==> src/rtl/packed_pixel_depth_expander_assert.svh <==
`ifndef PACKED_PIXEL_DEPTH_EXPANDER_ASSERT_SVH
`define PACKED_PIXEL_DEPTH_EXPANDER_ASSERT_SVH

// Same-cycle implication, sampled on clk_i, off while rst_ni is low
`define PPDE_ASSERT_NOW(label, ante, cons, msg) \
  label: assert property (@(posedge clk_i) disable iff (!rst_ni) (ante) |-> (cons)) \
    else $error(msg);

// Next-cycle implication, sampled on clk_i, off while rst_ni is low
`define PPDE_ASSERT_NEXT(label, ante, cons, msg) \
  label: assert property (@(posedge clk_i) disable iff (!rst_ni) (ante) |=> (cons)) \
    else $error(msg);

`endif

==> src/rtl/ppde_pkg.sv <==
package ppde_pkg;

  localparam int unsigned PixelsPerWord = 8;
  localparam int unsigned NibbleBits    = 4;
  localparam int unsigned WordBits      = PixelsPerWord * NibbleBits;
  localparam int unsigned AccBits       = 24;
  localparam int unsigned PaletteBits   = 64;
  localparam int unsigned QueueDepth    = 2;

  // Configuration register indexes
  localparam logic [1:0] CFG_BPP     = 2'd0;
  localparam logic [1:0] CFG_PALETTE = 2'd1;
  localparam logic [1:0] CFG_REVERSE = 2'd2;

  localparam logic [2:0] BPP_RESET = 3'd4;

  // One gathered group on its way from the front to the back
  typedef struct packed {
    logic [WordBits-1:0] data;
    logic                last;
  } group_t;

  // Queue occupancy seen by both ends
  typedef struct packed {
    logic full;
    logic empty;
  } q_status_t;

endpackage

==> src/rtl/packed_pixel_depth_expander.sv <==
// Packed pixel depth expander.
// Input stream (s_axis_*): one packed source byte per transfer, tlast on the
// final byte of a buffer. Output stream (m_axis_*): one 32-bit word of eight
// 4-bit palette colors per completed group of bits_per_pixel bytes, or per
// buffer end, with tlast set on the word that the buffer end flushed.
// Configuration port (cfg_*): index 0 bits_per_pixel, 1 palette (16 nibbles),
// 2 reverse_order; always ready, write only while the stream is idle.
// Throughput: one byte per cycle sustained while s_axis_tready is high, one
// word per cycle at most. A completed group is written into the two-entry
// queue with the transfer of the byte that completes it, and moves on to the
// output register that drives m_axis once that register is empty or being
// drained. With an invalid depth (0, 5..7) bytes are taken and dropped.
// Reset: depth 4, palette all zero, ascending order, no bytes held, queue
// and output register empty.
// A stalled receiver holds the output word; the queue absorbs two more
// groups, after which s_axis_tready falls until the output drains.
module packed_pixel_depth_expander import ppde_pkg::*; (
  input  logic        clk_i,
  input  logic        rst_ni,
  // configuration writes
  input  logic        cfg_valid_i,
  output logic        cfg_ready_o,
  input  logic [1:0]  cfg_index_i,
  input  logic [63:0] cfg_data_i,
  // source bytes
  input  logic        s_axis_tvalid,
  output logic        s_axis_tready,
  input  logic [7:0]  s_axis_tdata,   // [7:0] src_byte
  input  logic        s_axis_tlast,   // last_byte
  // expanded words
  output logic        m_axis_tvalid,
  input  logic        m_axis_tready,
  output logic [31:0] m_axis_tdata,   // [31:0] row_word
  output logic        m_axis_tlast    // last_row
);

`include "packed_pixel_depth_expander_assert.svh"

  logic [2:0]             bpp_q;
  logic [PaletteBits-1:0] palette_q;
  logic                   reverse_q;
  logic                   push;
  logic                   pop;
  group_t                 push_group;
  group_t                 pop_group;
  q_status_t              q_status;

  // Take configuration writes; unknown indexes are ignored
  assign cfg_ready_o = 1'b1;

  always_ff @(posedge clk_i or negedge rst_ni) begin
    if (!rst_ni) begin
      bpp_q     <= BPP_RESET;
      palette_q <= '0;
      reverse_q <= 1'b0;
    end else if (cfg_valid_i && cfg_ready_o) begin
      unique case (cfg_index_i)
        CFG_BPP:     bpp_q     <= cfg_data_i[2:0];
        CFG_PALETTE: palette_q <= cfg_data_i;
        CFG_REVERSE: reverse_q <= cfg_data_i[0];
        default:     ;
      endcase
    end
  end

  ppde_front u_front (
    .clk_i        (clk_i),
    .rst_ni       (rst_ni),
    .bpp_i        (bpp_q),
    .in_valid_i   (s_axis_tvalid),
    .in_ready_o   (s_axis_tready),
    .src_byte_i   (s_axis_tdata),
    .last_byte_i  (s_axis_tlast),
    .q_status_i   (q_status),
    .push_o       (push),
    .push_group_o (push_group)
  );

  ppde_queue u_queue (
    .clk_i        (clk_i),
    .rst_ni       (rst_ni),
    .push_i       (push),
    .push_group_i (push_group),
    .pop_i        (pop),
    .pop_group_o  (pop_group),
    .status_o     (q_status)
  );

  ppde_back u_back (
    .clk_i       (clk_i),
    .rst_ni      (rst_ni),
    .bpp_i       (bpp_q),
    .palette_i   (palette_q),
    .reverse_i   (reverse_q),
    .q_status_i  (q_status),
    .group_i     (pop_group),
    .pop_o       (pop),
    .out_valid_o (m_axis_tvalid),
    .out_ready_i (m_axis_tready),
    .row_word_o  (m_axis_tdata),
    .last_row_o  (m_axis_tlast)
  );

  `PPDE_ASSERT_NOW(a_no_overflow, push, !q_status.full, "push into full queue")
  `PPDE_ASSERT_NOW(a_no_underflow, pop, !q_status.empty, "pop from empty queue")
  `PPDE_ASSERT_NEXT(a_output_refill, !q_status.empty && !m_axis_tvalid, m_axis_tvalid,
                    "queued group not moved to output")
  `PPDE_ASSERT_NOW(a_drop_bad_depth, (bpp_q == 3'd0) || (bpp_q > 3'd4), !push,
                   "group pushed with invalid depth")

endmodule

==> src/rtl/ppde_front.sv <==
module ppde_front import ppde_pkg::*; (
  input  logic        clk_i,
  input  logic        rst_ni,
  input  logic [2:0]  bpp_i,
  input  logic        in_valid_i,
  output logic        in_ready_o,
  input  logic [7:0]  src_byte_i,
  input  logic        last_byte_i,
  input  q_status_t   q_status_i,
  output logic        push_o,
  output group_t      push_group_o
);

  logic [AccBits-1:0]  acc_q, acc_d;
  logic [1:0]          cnt_q, cnt_d;
  logic [WordBits-1:0] merged;
  logic                bpp_ok;
  logic                group_done;
  logic                accept;

  assign in_ready_o = !q_status_i.full;
  assign accept     = in_valid_i && in_ready_o;
  assign bpp_ok     = (bpp_i != 3'd0) && (bpp_i <= 3'd4);
  assign group_done = (({1'b0, cnt_q} + 3'd1) >= bpp_i) || last_byte_i;

  // Place the new byte above the bytes already held
  always_comb begin
    merged = {8'h00, acc_q};
    case (cnt_q)
      2'd0:    merged[7:0]   = src_byte_i;
      2'd1:    merged[15:8]  = src_byte_i;
      2'd2:    merged[23:16] = src_byte_i;
      default: merged[31:24] = src_byte_i;
    endcase
  end

  assign push_o            = accept && bpp_ok && group_done;
  assign push_group_o.data = merged;
  assign push_group_o.last = last_byte_i;

  // Advance or clear the accumulator; drop bytes while the depth is invalid
  always_comb begin
    acc_d = acc_q;
    cnt_d = cnt_q;
    if (accept && bpp_ok) begin
      if (group_done) begin
        acc_d = '0;
        cnt_d = '0;
      end else begin
        acc_d = merged[AccBits-1:0];
        cnt_d = cnt_q + 2'd1;
      end
    end
  end

  always_ff @(posedge clk_i or negedge rst_ni) begin
    if (!rst_ni) begin
      acc_q <= '0;
      cnt_q <= '0;
    end else begin
      acc_q <= acc_d;
      cnt_q <= cnt_d;
    end
  end

endmodule

==> src/rtl/ppde_queue.sv <==
module ppde_queue import ppde_pkg::*; (
  input  logic      clk_i,
  input  logic      rst_ni,
  input  logic      push_i,
  input  group_t    push_group_i,
  input  logic      pop_i,
  output group_t    pop_group_o,
  output q_status_t status_o
);

  localparam int unsigned PtrBits = $clog2(QueueDepth);
  localparam int unsigned CntBits = $clog2(QueueDepth + 1);

  group_t             slots_q [QueueDepth];
  logic [PtrBits-1:0] wr_ptr_q, rd_ptr_q;
  logic [CntBits-1:0] count_q;

  assign status_o.full  = (count_q == CntBits'(QueueDepth));
  assign status_o.empty = (count_q == '0);
  assign pop_group_o    = slots_q[rd_ptr_q];

  // Hold entries; write at the tail
  always_ff @(posedge clk_i) begin
    if (push_i) begin
      slots_q[wr_ptr_q] <= push_group_i;
    end
  end

  // Advance pointers and occupancy
  always_ff @(posedge clk_i or negedge rst_ni) begin
    if (!rst_ni) begin
      wr_ptr_q <= '0;
      rd_ptr_q <= '0;
      count_q  <= '0;
    end else begin
      if (push_i) begin
        wr_ptr_q <= (wr_ptr_q == PtrBits'(QueueDepth - 1)) ? '0 : wr_ptr_q + 1'b1;
      end
      if (pop_i) begin
        rd_ptr_q <= (rd_ptr_q == PtrBits'(QueueDepth - 1)) ? '0 : rd_ptr_q + 1'b1;
      end
      case ({push_i, pop_i})
        2'b10:   count_q <= count_q + 1'b1;
        2'b01:   count_q <= count_q - 1'b1;
        default: count_q <= count_q;
      endcase
    end
  end

endmodule

==> src/rtl/ppde_back.sv <==
module ppde_back import ppde_pkg::*; (
  input  logic                   clk_i,
  input  logic                   rst_ni,
  input  logic [2:0]             bpp_i,
  input  logic [PaletteBits-1:0] palette_i,
  input  logic                   reverse_i,
  input  q_status_t              q_status_i,
  input  group_t                 group_i,
  output logic                   pop_o,
  output logic                   out_valid_o,
  input  logic                   out_ready_i,
  output logic [WordBits-1:0]    row_word_o,
  output logic                   last_row_o
);

  logic                valid_q;
  logic [WordBits-1:0] row_q, row_d;
  logic                last_q;

  // Look up each pixel in the palette and place its color
  always_comb begin
    logic [3:0] idx;
    logic [2:0] pos;
    row_d = '0;
    for (int j = 0; j < PixelsPerWord; j++) begin
      case (bpp_i)
        3'd1:    idx = {3'b000, group_i.data[j]};
        3'd2:    idx = {2'b00, group_i.data[2*j +: 2]};
        3'd3:    idx = {1'b0, group_i.data[3*j +: 3]};
        default: idx = group_i.data[4*j +: 4];
      endcase
      pos = reverse_i ? 3'(PixelsPerWord - 1 - j) : 3'(j);
      row_d[NibbleBits*pos +: NibbleBits] = palette_i[NibbleBits*idx +: NibbleBits];
    end
  end

  // Refill the output register when it is empty or being drained
  assign pop_o       = !q_status_i.empty && (!valid_q || out_ready_i);
  assign out_valid_o = valid_q;
  assign row_word_o  = row_q;
  assign last_row_o  = last_q;

  always_ff @(posedge clk_i or negedge rst_ni) begin
    if (!rst_ni) begin
      valid_q <= 1'b0;
    end else if (pop_o) begin
      valid_q <= 1'b1;
    end else if (out_ready_i) begin
      valid_q <= 1'b0;
    end
  end

  always_ff @(posedge clk_i) begin
    if (pop_o) begin
      row_q  <= row_d;
      last_q <= group_i.last;
    end
  end

endmodule

==> config.mk <==
export PLATFORM = sky130hd
export DESIGN_NAME = packed_pixel_depth_expander
export DESIGN_NICKNAME = d
export VERILOG_FILES = /design/src/rtl/ppde_pkg.sv /design/src/rtl/packed_pixel_depth_expander.sv /design/src/rtl/ppde_front.sv /design/src/rtl/ppde_queue.sv /design/src/rtl/ppde_back.sv
export VERILOG_INCLUDE_DIRS = /design/src /design/src/rtl
export SDC_FILE = /design/constraint.sdc
export NUM_CORES = 1
export LEC_CHECK = 0
export ABC_AREA = 1
export BUFFER_PORTS_ARGS = -buffer_cell sky130_fd_sc_hd__buf_2
export CORE_UTILIZATION = 40
export DETAILED_ROUTE_END_ITERATION = 12
export SYNTH_ARGS = -nofsm -noshare
export SYNTH_HDL_FRONTEND = slang
export SYNTH_SLANG_ARGS = --single-unit
==> constraint.sdc <==
create_clock -name clk_i -period 3.85 [get_ports clk_i]
set_input_delay 0.9625 -clock clk_i [delete_from_list [all_inputs] [get_ports clk_i]]
set_output_delay 0.9625 -clock clk_i [all_outputs]
set_load 0.02 [all_outputs]
# After elaboration in Yosys (flattened, before gate mapping)
# Memory sizes are Yosys's and may differ from the RTL's.
# Cells that the tools add are included.
[op_classes]
n_addsub = 14
order_cmp = 2
eq_ne = 10
shifts = 24
mux = 36
bitwise = 1
n_reduce_logical = 20
[ops]
columns = ["cell", "n"]
rows = [
  ["indexed part select 64 x 7 -> 4 bit", 8],
  ["negator 5 -> 34 bit", 8],
  ["variable shift 4 x 34 -> 32 bit (first input constant)", 8],
  ["indexed part select 4 x 34 -> 32 bit", 8],
  ["bitwise mux 32 bit", 7],
  ["one-hot mux 4 bit (3 select lines)", 8],
  ["bitwise AND 32 bit", 1],
  ["2-to-1 mux 8 bit", 4],
  ["2-to-1 mux 24 bit", 1],
  ["2-to-1 mux 3 bit", 8],
  ["equality test 2 bit (second input constant)", 4],
  ["equality test 2 x 1 -> 1 bit (second input constant)", 3],
  ["equality test 3 x 2 -> 1 bit (second input constant)", 2],
  ["zero test 2 bit", 3],
  ["2-to-1 mux 1 bit", 6],
  ["AND reduction 2 bit", 3],
  ["logical AND 1 bit", 5],
  ["adder 2 x 1 -> 2 bit (second input constant)", 2],
  ["one-hot mux 2 bit (2 select lines)", 1],
  ["nonzero test 2 bit", 2],
  ["adder 2 x 1 -> 3 bit (second input constant)", 1],
  ["equality test 3 x 1 -> 1 bit (second input constant)", 1],
  ["greater-or-equal comparator 3 bit", 1],
  ["<= comparator 3 bit (second input constant)", 1],
  ["other kinds (7)", 11],
]
[word_totals]
register_bits = 132
ram_bits = 66
elab_cells = 119
n_memories = 1
[memory_table]
columns = ["memory", "depth", "width", "read_ports", "rd_ports_with_merged_regs", "wr", "line", "rtl"]
rows = [
  ["u_queue.slots_q", 2, 33, 1, 0, 1, "ppde_queue.sv:14", "group_t slots_q [QueueDepth];"],
]

# Depth between registers and ports, before layout
# Gate-level depths: netlist of the first run.
[logic_depth]
word_depth = 12
depth_mapped = 17

# Modules after synthesis
# Synthesis of the first run repeated with hierarchy kept, for this count alone.
[unflattened]
hier_cells = 2197
area_unflattened_um2 = 14986.9
[by_module_without_submodules]
columns = ["module", "instances", "cells_each", "area_per_inst_um2", "seq_area_each_um2"]
rows = [
  ["ppde_back", 1, 1456, 7686.1, 1016.0],
  ["packed_pixel_depth_expander", 1, 308, 2907.8, 1702.9],
  ["ppde_queue", 1, 196, 2655.0, 2082.0],
  ["ppde_front", 1, 237, 1737.9, 650.6],
]

# Least setup slack after synthesis of the first run
# Ideal clock, no wire load.
[synth_timing]
path_type = "input-to-reg"
from = "in m_axis_tready"
to = "reg u_queue.count_q[1]"
setup_time_ns = 0.131
arrival_ns = 3.623
t_required_ns = 3.719
path_slack_ns = 0.096
path_stages = 6
path_buffers = 0
path_cell_list = "nor2_1 > a21oi_1 > ha_1 > a21oi_1 > o21ai_0 > xor2_1"
[synth_via]
elab_chain_cells = 4
word_cells_on_any_way = 6
classes_between = "2 x eq/ne; 1 x mux; 3 x reduce/logical"
[synth_rtl]
columns = ["element", "line", "rtl"]
rows = [
  ["start, declared", "packed_pixel_depth_expander.sv:32", "input logic m_axis_tready,"],
  ["logical OR 1 bit (*)", "ppde_back.sv:38", "assign pop_o = !q_status_i.empty && (!valid_q || out_ready_i);"],
  ["logical AND 1 bit (*)", "ppde_back.sv:38", ""],
  ["net pop", "packed_pixel_depth_expander.sv:43", "logic pop;"],
  ["equality test 2 x 1 -> 1 bit / equality test 2 bit (equally long branches)", "ppde_queue.sv:42", "case ({push_i, pop_i})"],
  ["one-hot mux 2 bit (2 select lines) / nonzero test 2 bit (equally long branches)", "--", ""],
  ["end signal, assigned", "ppde_queue.sv:43", "2'b10: count_q <= count_q + 1'b1;"],
  ["end signal, assigned", "ppde_queue.sv:44", "2'b01: count_q <= count_q - 1'b1;"],
  ["end signal, assigned", "ppde_queue.sv:45", "default: count_q <= count_q;"],
  ["end, declared", "ppde_queue.sv:16", "logic [CntBits-1:0] count_q;"],
]
# The timed path passes the listed nets; every way through them passes the cells marked *.
# A chain may end at the register's enable or synchronous reset.

# Worst setup path in the final report of the first run
[layout_timing]
from = "reg u_queue.rd_ptr_q"
to = "reg u_back.row_q[25] (netlist: u_back.row_word_o[25]) (data pin)"
[layout_via]
elab_chain_cells = 12
word_cells_on_any_way = 33
classes_between = "16 x shift; 15 x mux; 1 x bitwise; 1 x memory"
[layout_rtl]
columns = ["element", "line", "rtl"]
rows = [
  ["start, declared", "ppde_queue.sv:15", "logic [PtrBits-1:0] wr_ptr_q, rd_ptr_q;"],
  ["start signal, assigned", "ppde_queue.sv:40", "rd_ptr_q <= (rd_ptr_q == PtrBits'(QueueDepth - 1)) ? '0 : rd_ptr_q + 1'b1;"],
  ["memory (2 x 33 bit) (*)", "--", ""],
  ["one-hot mux 4 bit (3 select lines)", "ppde_back.sv:26", "case (bpp_i)"],
  ["indexed part select 64 x 7 -> 4 bit", "ppde_back.sv:33", "row_d[NibbleBits*pos +: NibbleBits] = palette_i[NibbleBits*idx +: NibbleBits];"],
  ["indexed part select 4 x 34 -> 32 bit", "ppde_back.sv:33", ""],
  ["bitwise AND 32 bit (no source line)", "--", ""],
  ["bitwise mux 32 bit (6 in a row)", "ppde_back.sv:33", ""],
  ["bitwise mux 32 bit (*)", "ppde_back.sv:33", ""],
  ["net u_back.row_d[25]", "ppde_back.sv:17", "logic [WordBits-1:0] row_q, row_d;"],
  ["end signal, assigned", "ppde_back.sv:55", "row_q <= row_d;"],
  ["end, declared", "ppde_back.sv:17", ""],
]
# Marked as above.

==> parameters.txt, run 1 <==
Parameter                              Value

STA
  Number of slew-limit violations in the final report    0
  Final sum of negative setup slack    0 ns
  Share of the clock period used by the worst path    0.840
  Post-route worst hold slack    approximately 0.45 ns
  Unrepaired setup endpoints after global routing    false
  Shortest period the worst path allows    3.23 ns
  Worst slew margin relative to its limit    0.106
  Achievable clock frequency    309 MHz
  Clock Skew    0.0119 ns
  Final Hold Violating Endpoints    0
  Final-report setup violation count    0
  Measured slew at the worst slew-check pin    1.34 ns

Routing
  Routed len/inst    between 20 and 25 um
  Remaining antenna violation count after routing    0
  First-iteration detailed-routing DRC count    1,856
  Number of detailed-routing iterations run before antenna repair    8
  Remaining routing DRC violations    0
  DR vias    14,700
  Per-cell via count in the routed design    about 5.8
  WL final    roughly 51,000 um

Setup path
  Crit-path max FO    33
  Delay of the slowest cell on the worst path    between 1 and 1.5 ns
  Worst EP required    4.18 ns
  Cell class contributing the biggest share of worst-path delay    compound AO/OA/AOI/OAI gates
  Arrival time reported for the critical path endpoint    between 3 and 4 ns
  Crit-path cells    buf_4 > nor2_1 > o21ai_2 > nand2_1 > buf_4 > nand2_1 > nand3_1 > nand3_1 > nand3_1 > nand2_1 > nand2_1 > nand2_1
  Critical path launch point type    flip-flop
  Most frequent cell on the critical path    sky130_fd_sc_hd__nand2_1
  Critical Setup Path Class    reg -> reg
  Critical path endpoint category    flip-flop
  Critical Path Slowest Stage Cell    sky130_fd_sc_hd__o21ai_2
  Sum of buffers and inverters on the critical path    2

Die
  Die ar.    approximately 0.035 mm^2
  CORE AREA    0.0339 mm^2
  Total number of placement rows    67
  Starting density of the core    0.410
  Y dimension of the die    188 um
  Die Span X    about 190 um
  Boundary pin count    116

Pwr
  Leakage Power    6.99 nW
  Switching power of the nets    6.70 mW
  Peak supply drop    0.402 mV
  Part of the total power dissipated in sequential elements    0.250
  Part of the total power dissipated in the clock network    0.140
  Combinational share of power    0.610
  Design internal power    6.05 mW
  Net switching share of the total power    0.525
  Pwr dens    832 mW/mm^2

Clocking
  Number of clock buffers inserted by TritonCTS    17
  CTS tree    yes
  Clock latency at the later pin of the worst-skew pair    0.47 ns
  Resize count post-CTS    0
  Cts-stage hold buffer count    0
  Root Driver    sky130_fd_sc_hd__clkbuf_16
  Num Clock Sinks    slightly below 200
  Clock transition at the register clock pins on the worst setup and hold paths after CTS    0.08 ns
  Number of H-tree levels    4
  Post-CTS setup buffer count    0
  Buffers from clock root to sink, at most    2

Synthesis
  YS warnings    0
  FFs w/ async S/R, synth    0.500
  Commonest register cell after synthesis    sky130_fd_sc_hd__edfxtp_1
  Netlist cell types    39
  Synthesized cell area    0.0139 mm^2
  Post-synthesis sequential area ratio    0.393
  Post-synthesis area per instance    6.81 um^2
  Count of flip-flops with a built-in enable after synthesis    99
  Number of cells produced by synthesis    2,039
  Flip-flop and latch count after synthesis    198
  Syn_nets    2,127

Layout
  Synth-to-layout area growth    10.5%
  Share of final-layout standard cells stronger than drive strength 1    0.112
  Antenna cells    0
  Area taken by multi-input logic gates    0.00720 mm^2
  Post-layout nets    around 2,200
  Final core utilization    0.453
  Reg area    0.00545 mm^2
  Fill cell instance count of the final layout    3,471

Flow run
  Max-capacitance violation count    0

Global route
  Vias in the first global route    13,400
  Total overflow reported by the global router    0
  Number of antenna violations at the first check in global routing    1
  Most used routing layer in global routing    met2
  GRT Total Usage    0.293
  Met1 global-route usage    0.362
  Maximum number of pins on one net before global-route repair    72
  Met2 capacity usage during global routing    0.479
  First-pass GRT wire length    79,400 um
  Met3 Usage GRT    0.0605

Run status
  Run status    completed

Place
  HPWL after detailed placement    between 30,000 and 40,000 um
  GP Congestion    between 0.9 and 1
  Port-buffer cells    114

Min path
  Class of the worst hold path    in -> async
==> per-stage QoR <==
stage	std cells	setup slack, ns	total power, mW	area (um^2)
global route	2542	0.368	13.7	15300
detailed placement	2510	0.716	10.8	14700
floorplan	2039	0.0957	8.64	13900
global placement	2510	0.822	10.7	14700
finish	2542	0.616	12.8	15300
CTS	2542	0.689	12.6	15300
==> Yosys cell counts (2+ instances only) <==
library cell / n / area share
sky130_fd_sc_hd__buf_1: 6 / 0.0016
sky130_fd_sc_hd__o21bai_1: 2 / 0.0011
sky130_fd_sc_hd__nand2_1: 559 / 0.15
sky130_fd_sc_hd__a21oi_1: 81 / 0.029
sky130_fd_sc_hd__inv_2: 14 / 0.0038
sky130_fd_sc_hd__dfrtp_1: 98 / 0.18
sky130_fd_sc_hd__nand2_2: 4 / 0.0018
sky130_fd_sc_hd__nand3_1: 652 / 0.24
sky130_fd_sc_hd__o22ai_1: 25 / 0.011
sky130_fd_sc_hd__xor2_1: 2 / 0.0013
sky130_fd_sc_hd__o21ai_0: 55 / 0.020
sky130_fd_sc_hd__o21ai_2: 8 / 0.0050
sky130_fd_sc_hd__buf_6: 5 / 0.0041
sky130_fd_sc_hd__edfxtp_1: 99 / 0.21
sky130_fd_sc_hd__o211ai_1: 18 / 0.0097
sky130_fd_sc_hd__ha_1: 8 / 0.0072
sky130_fd_sc_hd__nand3_2: 3 / 0.0022
sky130_fd_sc_hd__nor2_1: 93 / 0.025
sky130_fd_sc_hd__inv_1: 143 / 0.039
sky130_fd_sc_hd__nor2_4: 4 / 0.0032
sky130_fd_sc_hd__o31ai_1: 2 / 0.0011
sky130_fd_sc_hd__buf_2: 57 / 0.021
sky130_fd_sc_hd__buf_4: 7 / 0.0038
sky130_fd_sc_hd__o21ai_1: 8 / 0.0029
sky130_fd_sc_hd__or2_2: 4 / 0.0018
sky130_fd_sc_hd__clkinv_1: 15 / 0.0041
sky130_fd_sc_hd__clkbuf_1: 55 / 0.015
==> power by group through the flow <==
stage | Combinational [mW] | Sequential, mW | Clock [mW]
after floorplan | 5.20 | 3.44 | 0
after global placement | 7.44 | 3.23 | 0
after detailed placement | 7.56 | 3.24 | 0
after CTS | 7.58 | 3.20 | 1.82
after global routing | 8.54 | 3.24 | 1.90
final | 7.79 | 3.19 | 1.78
==> registers in the layout (all words and copies together), names as in the netlist <==
register            cells
u_queue.slots_q        66
palette_q              64
u_back.row_word_o      32
u_front.acc_q          24
bpp_q                   3
u_front.cnt_q           2
u_queue.count_q         2
reverse_q               1
u_back.last_row_o       1
u_back.out_valid_o      1
u_queue.rd_ptr_q        1
u_queue.wr_ptr_q        1
==> routing by layer <==
layer / wire length [um] / part of all wire
met2: 24000 / 0.47
met3: 3960 / 0.077
met4: 2740 / 0.054
met1: 20400 / 0.40
met5: 12 / 0.00023
==> logic make-up (layout without fill, tap and decap cells) <==
kind of cell | count (synthesis) | in the layout | synth area share
compound gates | 203 | 203 | 0.0830
xor+xnor | 3 | 3 | 0.00189
fa+ha+maj | 8 | 8 | 0.00721
buf+inv | 303 | 358 | 0.0918
flops | 198 | 198 | 0.393
mux | 1 | 1 | 0.000721
other cells | 1 | 1 | 0.000270
simple gates | 1322 | 1322 | 0.422
==> path summary, 6_finish.rpt <==
check / depth (start not counted) / start / to / slack (ns)
worst min-delay path: 1 / rst_ni / u_front.cnt_q[1] / 0.45
max in group asynchronous: 2 / rst_ni / bpp_q[2] / 2.67
worst min register to register: 1 / u_queue.count_q[0] / u_queue.count_q[0] / 0.52
worst max register to register: 12 / u_queue.rd_ptr_q / u_back.row_word_o[25] / 0.62
min in group clk_i: 1 / u_queue.count_q[0] / u_queue.count_q[0] / 0.52
worst max-delay path: 12 / u_queue.rd_ptr_q / u_back.row_word_o[25] / 0.62
==> layout by cell type, fill, tap and decap left out, drive strengths merged <==
| cell | n |
|---|---|
| nand3 | 655 |
| nand2 | 563 |
| inv | 165 |
| buf | 153 |
| edfxtp | 99 |
| dfrtp | 98 |
| nor2 | 97 |
| a21oi | 82 |
| o21ai | 71 |
| o22ai | 25 |
| clkinv | 22 |
| o211ai | 19 |
| clkbuf | 18 |
| ha | 8 |
| or2 | 5 |
| o21bai | 2 |
| o31ai | 2 |
| xor2 | 2 |
| a21boi | 2 |
| nor3 | 1 |
| mux2i | 1 |
| xnor2 | 1 |
| nand4 | 1 |
| conb | 1 |
| dfstp | 1 |
==> area by class of cell <==
cell class	instances	area share
Clock buffer	18	0.0280
Clock inverter	14	0.0101
Inverter	173	0.0424
Multi-Input combinational cell	1538	0.469
Sequential cell	198	0.356
Tap cell	448	0.0366
Timing Repair Buffer	153	0.0581
No activity file was read; power rests on OpenSTA's default activity.
==> inputs of run 2 (changes only) <==
Clock period 3.85 ns to 2.8 ns, I/O delays scaled along.
==> run 2 against run 1 <==
Sequential power grew 37%. Design area up 2.7%. Wire length up 2.4%. Via count increased by 0.63%. Critical path depth unchanged. Cell count rose by 1.3%. Clock power grew 49%. Global-route usage up 0.64 points. Sequential share of layout area decreased by 0.91 points. Setup slack got worse by 0.42 ns. Critical path type unchanged. Critical endpoint is now u_queue.count_q[1].
==> parameters.txt, run 2 (same netlist as run 1, synthesis figures left out) <==
Parameter                              Value

Run status
  Run status    completed

Routing
  First-iteration detailed-routing DRC count    1,853
  Routed len/inst    20.4 um
  Number of detailed-routing iterations run before antenna repair    8
  DR vias    14,800
  Per-cell via count in the routed design    between 5 and 6
  WL final    52,400 um
  Remaining antenna violation count after routing    0
  Remaining routing DRC violations    0

STA
  Final-report setup violation count    0
  Unrepaired setup endpoints after global routing    true
  Final sum of negative setup slack    0 ns
  Shortest period the worst path allows    between 2 and 3 ns
  Number of slew-limit violations in the final report    0
  Worst slew margin relative to its limit    0.610
  Final Hold Violating Endpoints    0
  Worst setup margin    0.201 ns
  Measured slew at the worst slew-check pin    0.578 ns
  Achievable clock frequency    385 MHz
  Share of the clock period used by the worst path    0.928
  Clock Skew    ~0.027 ns

Setup path
  R2R depth    12
  Endpoint of the lowest-slack register-to-register path    u_queue.count_q[1]
  Arrival time reported for the critical path endpoint    2.95 ns
  Worst EP required    3.15 ns
  Launching instance or port of the critical path    u_front.cnt_q[0]
  Critical Setup Path Class    reg -> reg
  Critical path endpoint category    flip-flop
  Reg2reg start    u_front.cnt_q[0]
  Critical path launch point type    flip-flop
  Reg-to-reg setup timing slack    0.20 ns
  Crit-path max FO    4

Global route
  GRT Total Usage    0.299
  Vias in the first global route    approximately 14,000
  Total overflow reported by the global router    0
  Maximum number of pins on one net before global-route repair    67
  Number of antenna violations at the first check in global routing    0
  First-pass GRT wire length    81,400 um

Die
  Boundary pin count    116
  Die ar.    roughly 0.035 mm^2
  CORE AREA    0.0339 mm^2
  Y dimension of the die    about 190 um
  Die Span X    188 um
  Total number of placement rows    67
  Starting density of the core    0.410

Clocking
  Num Clock Sinks    198
  Number of clock buffers inserted by TritonCTS    17
  Number of H-tree levels    4
  Clock transition at the register clock pins on the worst setup and hold paths after CTS    around 0.08 ns
  Clock latency at the later pin of the worst-skew pair    about 0.48 ns
  Root Driver    sky130_fd_sc_hd__clkbuf_16
  Buffers from clock root to sink, at most    2
  CTS tree    yes

Layout
  Final instance area    0.0157 mm^2
  Flip-flop count of the largest register, all copies and words added    66
  Antenna cells    0
  Most common cell after layout, fill and taps aside    sky130_fd_sc_hd__nand3_1
  Most flops, register    u_queue.slots_q
  Final core utilization    0.465
  Share of final-layout standard cells stronger than drive strength 1    0.126
  Commonest cells after routing, fill and taps aside    sky130_fd_sc_hd__nand3_1 (651), sky130_fd_sc_hd__nand2_1 (558), sky130_fd_sc_hd__inv_1 (143), sky130_fd_sc_hd__buf_2 (113), sky130_fd_sc_hd__edfxtp_1 (99)
  Fill cell instance count of the final layout    3,454
  Post-layout nets    2,201
  Synth-to-layout area growth    13.4%

Place
  Post-Place Cell Area    0.0150 mm^2
  Worst-case setup slack after placement    0.174 ns
  HPWL after detailed placement    38,300 um
  GP Congestion    around 0.95
  Port-buffer cells    ~110

Pwr
  Leakage Power    a little over 7 nW
  Peak supply drop    0.545 mV
  Overall power after layout    18.2 mW
  Pwr dens    1150 mW/mm^2

Min path
  Class of the worst hold path    in -> async

Flow run
  Max-capacitance violation count    0
## run 2: cell count changes in the layout (fill, tap and decap cells not counted), sizes merged
cell,change
buf,+32
bufinv,+1
clkbuf,-1
clkinv,-1
inv,+1
## run 2: how the worst max path moves through the flow
stage,cells after the start,to
finish,12,u_queue.count_q[1]
CTS,12,u_back.row_word_o[26]
global route,16,u_back.row_word_o[19]
floorplan,9,u_queue.slots_q[1][0]
detailed placement,12,u_back.row_word_o[26]
global placement,12,u_back.row_word_o[6]
## run 2: repair_timing
| item | 4_1_cts | 5_1_grt |
|---|---|---|
| resized for setup | 0 | 9 |
| endpoints found under the setup margin | 0 | 28 |
| hold buffers | 0 | 0 |
| buffers inserted | 0 | 8 |
## run 2: power by group
group	internal [mW]	total (mW)	switching, mW
Sequential	4.09	4.38	0.292
Combinational	3.34	11.1	7.79
Clock	1.32	2.66	1.34
Total	8.75	18.2	9.43
## run 2: area by class of cell
type,instances,area (um^2),share of cell area
clock inverter,15,218,0.0138
tap,448,561,0.0356
timing repair buffer,185,1220,0.0776
inverter,173,652,0.0414
multi-input combinational,1538,7210,0.458
sequential,198,5450,0.346
clock buffer,17,425,0.0270
## run 2: per-layer routing
metal  routed length, um  up-vias  global-route usage
li1                    -     7021                   -
met1               21400     6896               0.377
met2               24600      703               0.491
met3                3560      162              0.0462
met4                2870        0               0.168
met5                   0        -                   0
## run 2: stage by stage
step,std cells,hold WS (ns)
final,2574,0.0390
after global routing,2574,0.0327
after CTS,2566,0.0307
after detailed placement,2534,0.499
after global placement,2534,0.479
after floorplan,2039,0.404
## run 2: worst max-delay path, cell delays in order, from the launching register on
cell and delay [ns]:
sky130_fd_sc_hd__dfrtp_1 0.40, sky130_fd_sc_hd__inv_1 0.10, sky130_fd_sc_hd__ha_1 0.33, sky130_fd_sc_hd__ha_1 0.29, sky130_fd_sc_hd__o21ai_0 0.07, sky130_fd_sc_hd__inv_1 0.05
sky130_fd_sc_hd__o21ai_0 0.22, sky130_fd_sc_hd__nand2_1 0.19, sky130_fd_sc_hd__nand2_1 0.18, sky130_fd_sc_hd__ha_1 0.27, sky130_fd_sc_hd__a21oi_1 0.11, sky130_fd_sc_hd__o21ai_0 0.10
sky130_fd_sc_hd__xor2_1 0.15
==> inputs of run 3 (changes only) <==
Clock period 2.8 ns to 3.2 ns, I/O delays scaled along.
==> run 3 against run 2 <==
Die area stayed put. Critical path depth is 3 lower. Design area is 2.0% lower. Via count is 0.95% higher. Sequential cell count stayed put. Critical endpoint is now u_back.row_word_o[6]. Largest power group unchanged.
==> parameters.txt, run 3 (same netlist as run 1, synthesis figures left out) <==
Parameter                              Value

Clocking
  Clock latency at the later pin of the worst-skew pair    0.48 ns
  Post-CTS setup buffer count    0
  Number of H-tree levels    4
  Resize count post-CTS    0
  Number of clock buffers inserted by TritonCTS    17
  Num Clock Sinks    approximately 200
  Cts-stage hold buffer count    0
  CTS tree    yes
  Buffers from clock root to sink, at most    2
  Clock transition at the register clock pins on the worst setup and hold paths after CTS    0.08 ns
  Root Driver    sky130_fd_sc_hd__clkbuf_16

Die
  Die ar.    0.0355 mm^2
  CORE AREA    0.0339 mm^2
  Die Span X    188 um
  Boundary pin count    116
  Starting density of the core    0.410
  Y dimension of the die    188 um
  Total number of placement rows    67

Layout
  Final core utilization    0.456
  Fill cell instance count of the final layout    3,493
  Flip-flop count of the largest register, all copies and words added    66
  Antenna cells    0
  Area taken by multi-input logic gates    0.00720 mm^2
  Most flops, register    u_queue.slots_q
  Synth-to-layout area growth    11.1%
  Reg area    0.00545 mm^2
  Post-layout nets    between 2,000 and 2,500
  Commonest cells after routing, fill and taps aside    sky130_fd_sc_hd__nand3_1 (651), sky130_fd_sc_hd__nand2_1 (558), sky130_fd_sc_hd__inv_1 (143), sky130_fd_sc_hd__buf_2 (113), sky130_fd_sc_hd__edfxtp_1 (99)
  Share of final-layout standard cells stronger than drive strength 1    0.118
  Most common cell after layout, fill and taps aside    sky130_fd_sc_hd__nand3_1

Setup path
  Reg2reg start    bpp_q[0]
  Critical Path Slowest Stage Cell    sky130_fd_sc_hd__o21ai_2
  Arrival time reported for the critical path endpoint    3.40 ns
  R2R depth    9
  Endpoint of the lowest-slack register-to-register path    u_back.row_word_o[6]
  Worst EP required    3.55 ns
  Critical path endpoint category    flip-flop
  Critical path launch point type    flip-flop
  Crit-path max FO    13
  Critical Setup Path Class    reg -> reg
  Crit-path cells    o21ai_2 > inv_2 > o21ai_2 > inv_1 > nand3_1 > nand3_1 > nand2_1 > nand2_1 > nand2_1
  Reg-to-reg setup timing slack    ~0.15 ns
  Delay of the slowest cell on the worst path    0.55 ns
  Most frequent cell on the critical path    sky130_fd_sc_hd__nand2_1

Routing
  First-iteration detailed-routing DRC count    2,093
  Per-cell via count in the routed design    5.84
  Remaining antenna violation count after routing    0
  Remaining routing DRC violations    0
  Number of detailed-routing iterations run before antenna repair    6
  WL final    53,600 um
  DR vias    between 10,000 and 15,000
  Routed len/inst    approximately 21 um

STA
  Share of the clock period used by the worst path    0.955
  Final-report setup violation count    0
  Worst slew margin relative to its limit    0.218
  Unrepaired setup endpoints after global routing    false
  Final sum of negative setup slack    0 ns
  Clock Skew    0.0201 ns
  Shortest period the worst path allows    3.05 ns
  Number of slew-limit violations in the final report    0
  Achievable clock frequency    about 330 MHz
  Final Hold Violating Endpoints    0
  Measured slew at the worst slew-check pin    1.17 ns

Flow run
  Max-capacitance violation count    0

Global route
  Met3 Usage GRT    0.0380
  First-pass GRT wire length    82,600 um
  Maximum number of pins on one net before global-route repair    74
  Number of antenna violations at the first check in global routing    0
  Total overflow reported by the global router    0
  Met2 capacity usage during global routing    0.496
  Met1 global-route usage    0.390
  Vias in the first global route    13,800
  Most used routing layer in global routing    met2
  GRT Total Usage    0.304

Pwr
  Pwr dens    just over 1000 mW/mm^2
  Leakage Power    around 7 nW
  Peak supply drop    0.502 mV

Place
  Port-buffer cells    114
  HPWL after detailed placement    38,700 um
  GP Congestion    0.922

Run status
  Run status    completed

Min path
  Class of the worst hold path    in -> async
-- run 3: through the flow --
step           hold slack (ns)  cell area (um^2)  instances  total power [mW]  setup slack, ns
2_1_floorplan            0.475             13900       2039              10.4            0.356
3_3_place_gp             0.502             14900       2523              13.1            0.355
3_5_place_dp             0.506             14900       2523              13.2            0.263
4_1_cts                  0.272             15400       2555              15.4            0.264
5_1_grt                  0.304             15400       2555              16.6           0.0223
6_report                 0.260             15400       2555              15.6            0.145
-- run 3: area by class of cell --
cell class,count,share of cell area
clock buffers,17,0.0276
inverters,173,0.0422
clock inverters,15,0.00933
multi-input cells,1538,0.466
repair buffers,166,0.0649
well taps,448,0.0363
flip-flops and latches,198,0.353
-- run 3: layer usage --
| metal | vias up | routed length [um] |
|---|---|---|
| met1 | 7011 | 21600 |
| met4 | 0 | 3070 |
| met5 | - | 0 |
| li1 | 6977 | - |
| met3 | 160 | 4050 |
| met2 | 774 | 24900 |
-- run 3: report_power, final --
| group | leakage, nW | switching (mW) | total [mW] | internal [mW] |
|---|---|---|---|---|
| registers | 2.09 | 0.266 | 3.84 | 3.58 |
| clock network | 0.280 | 1.13 | 2.16 | 1.03 |
| logic | 4.68 | 6.85 | 9.61 | 2.76 |
-- run 3: worst max-delay path by stage --
stage | startpoint | end | cells after the start
floorplan | u_front.cnt_q[0] | u_queue.slots_q[1][0] | 9
CTS | bpp_q[0] | u_back.row_word_o[6] | 9
global placement | u_front.cnt_q[0] | u_queue.count_q[1] | 12
detailed placement | bpp_q[0] | u_back.row_word_o[6] | 9
global route | bpp_q[1] | u_back.row_word_o[6] | 9
finish | bpp_q[0] | u_back.row_word_o[6] | 9
-- run 3: critical path: cells and delay by family, from the launching register on --
kind	cells	cell delay, ns
flip-flops	1	0.46
AO/OA/AOI/OAI	2	1.09
AND/OR/NAND/NOR	5	0.73
buffers and inverters	2	0.63
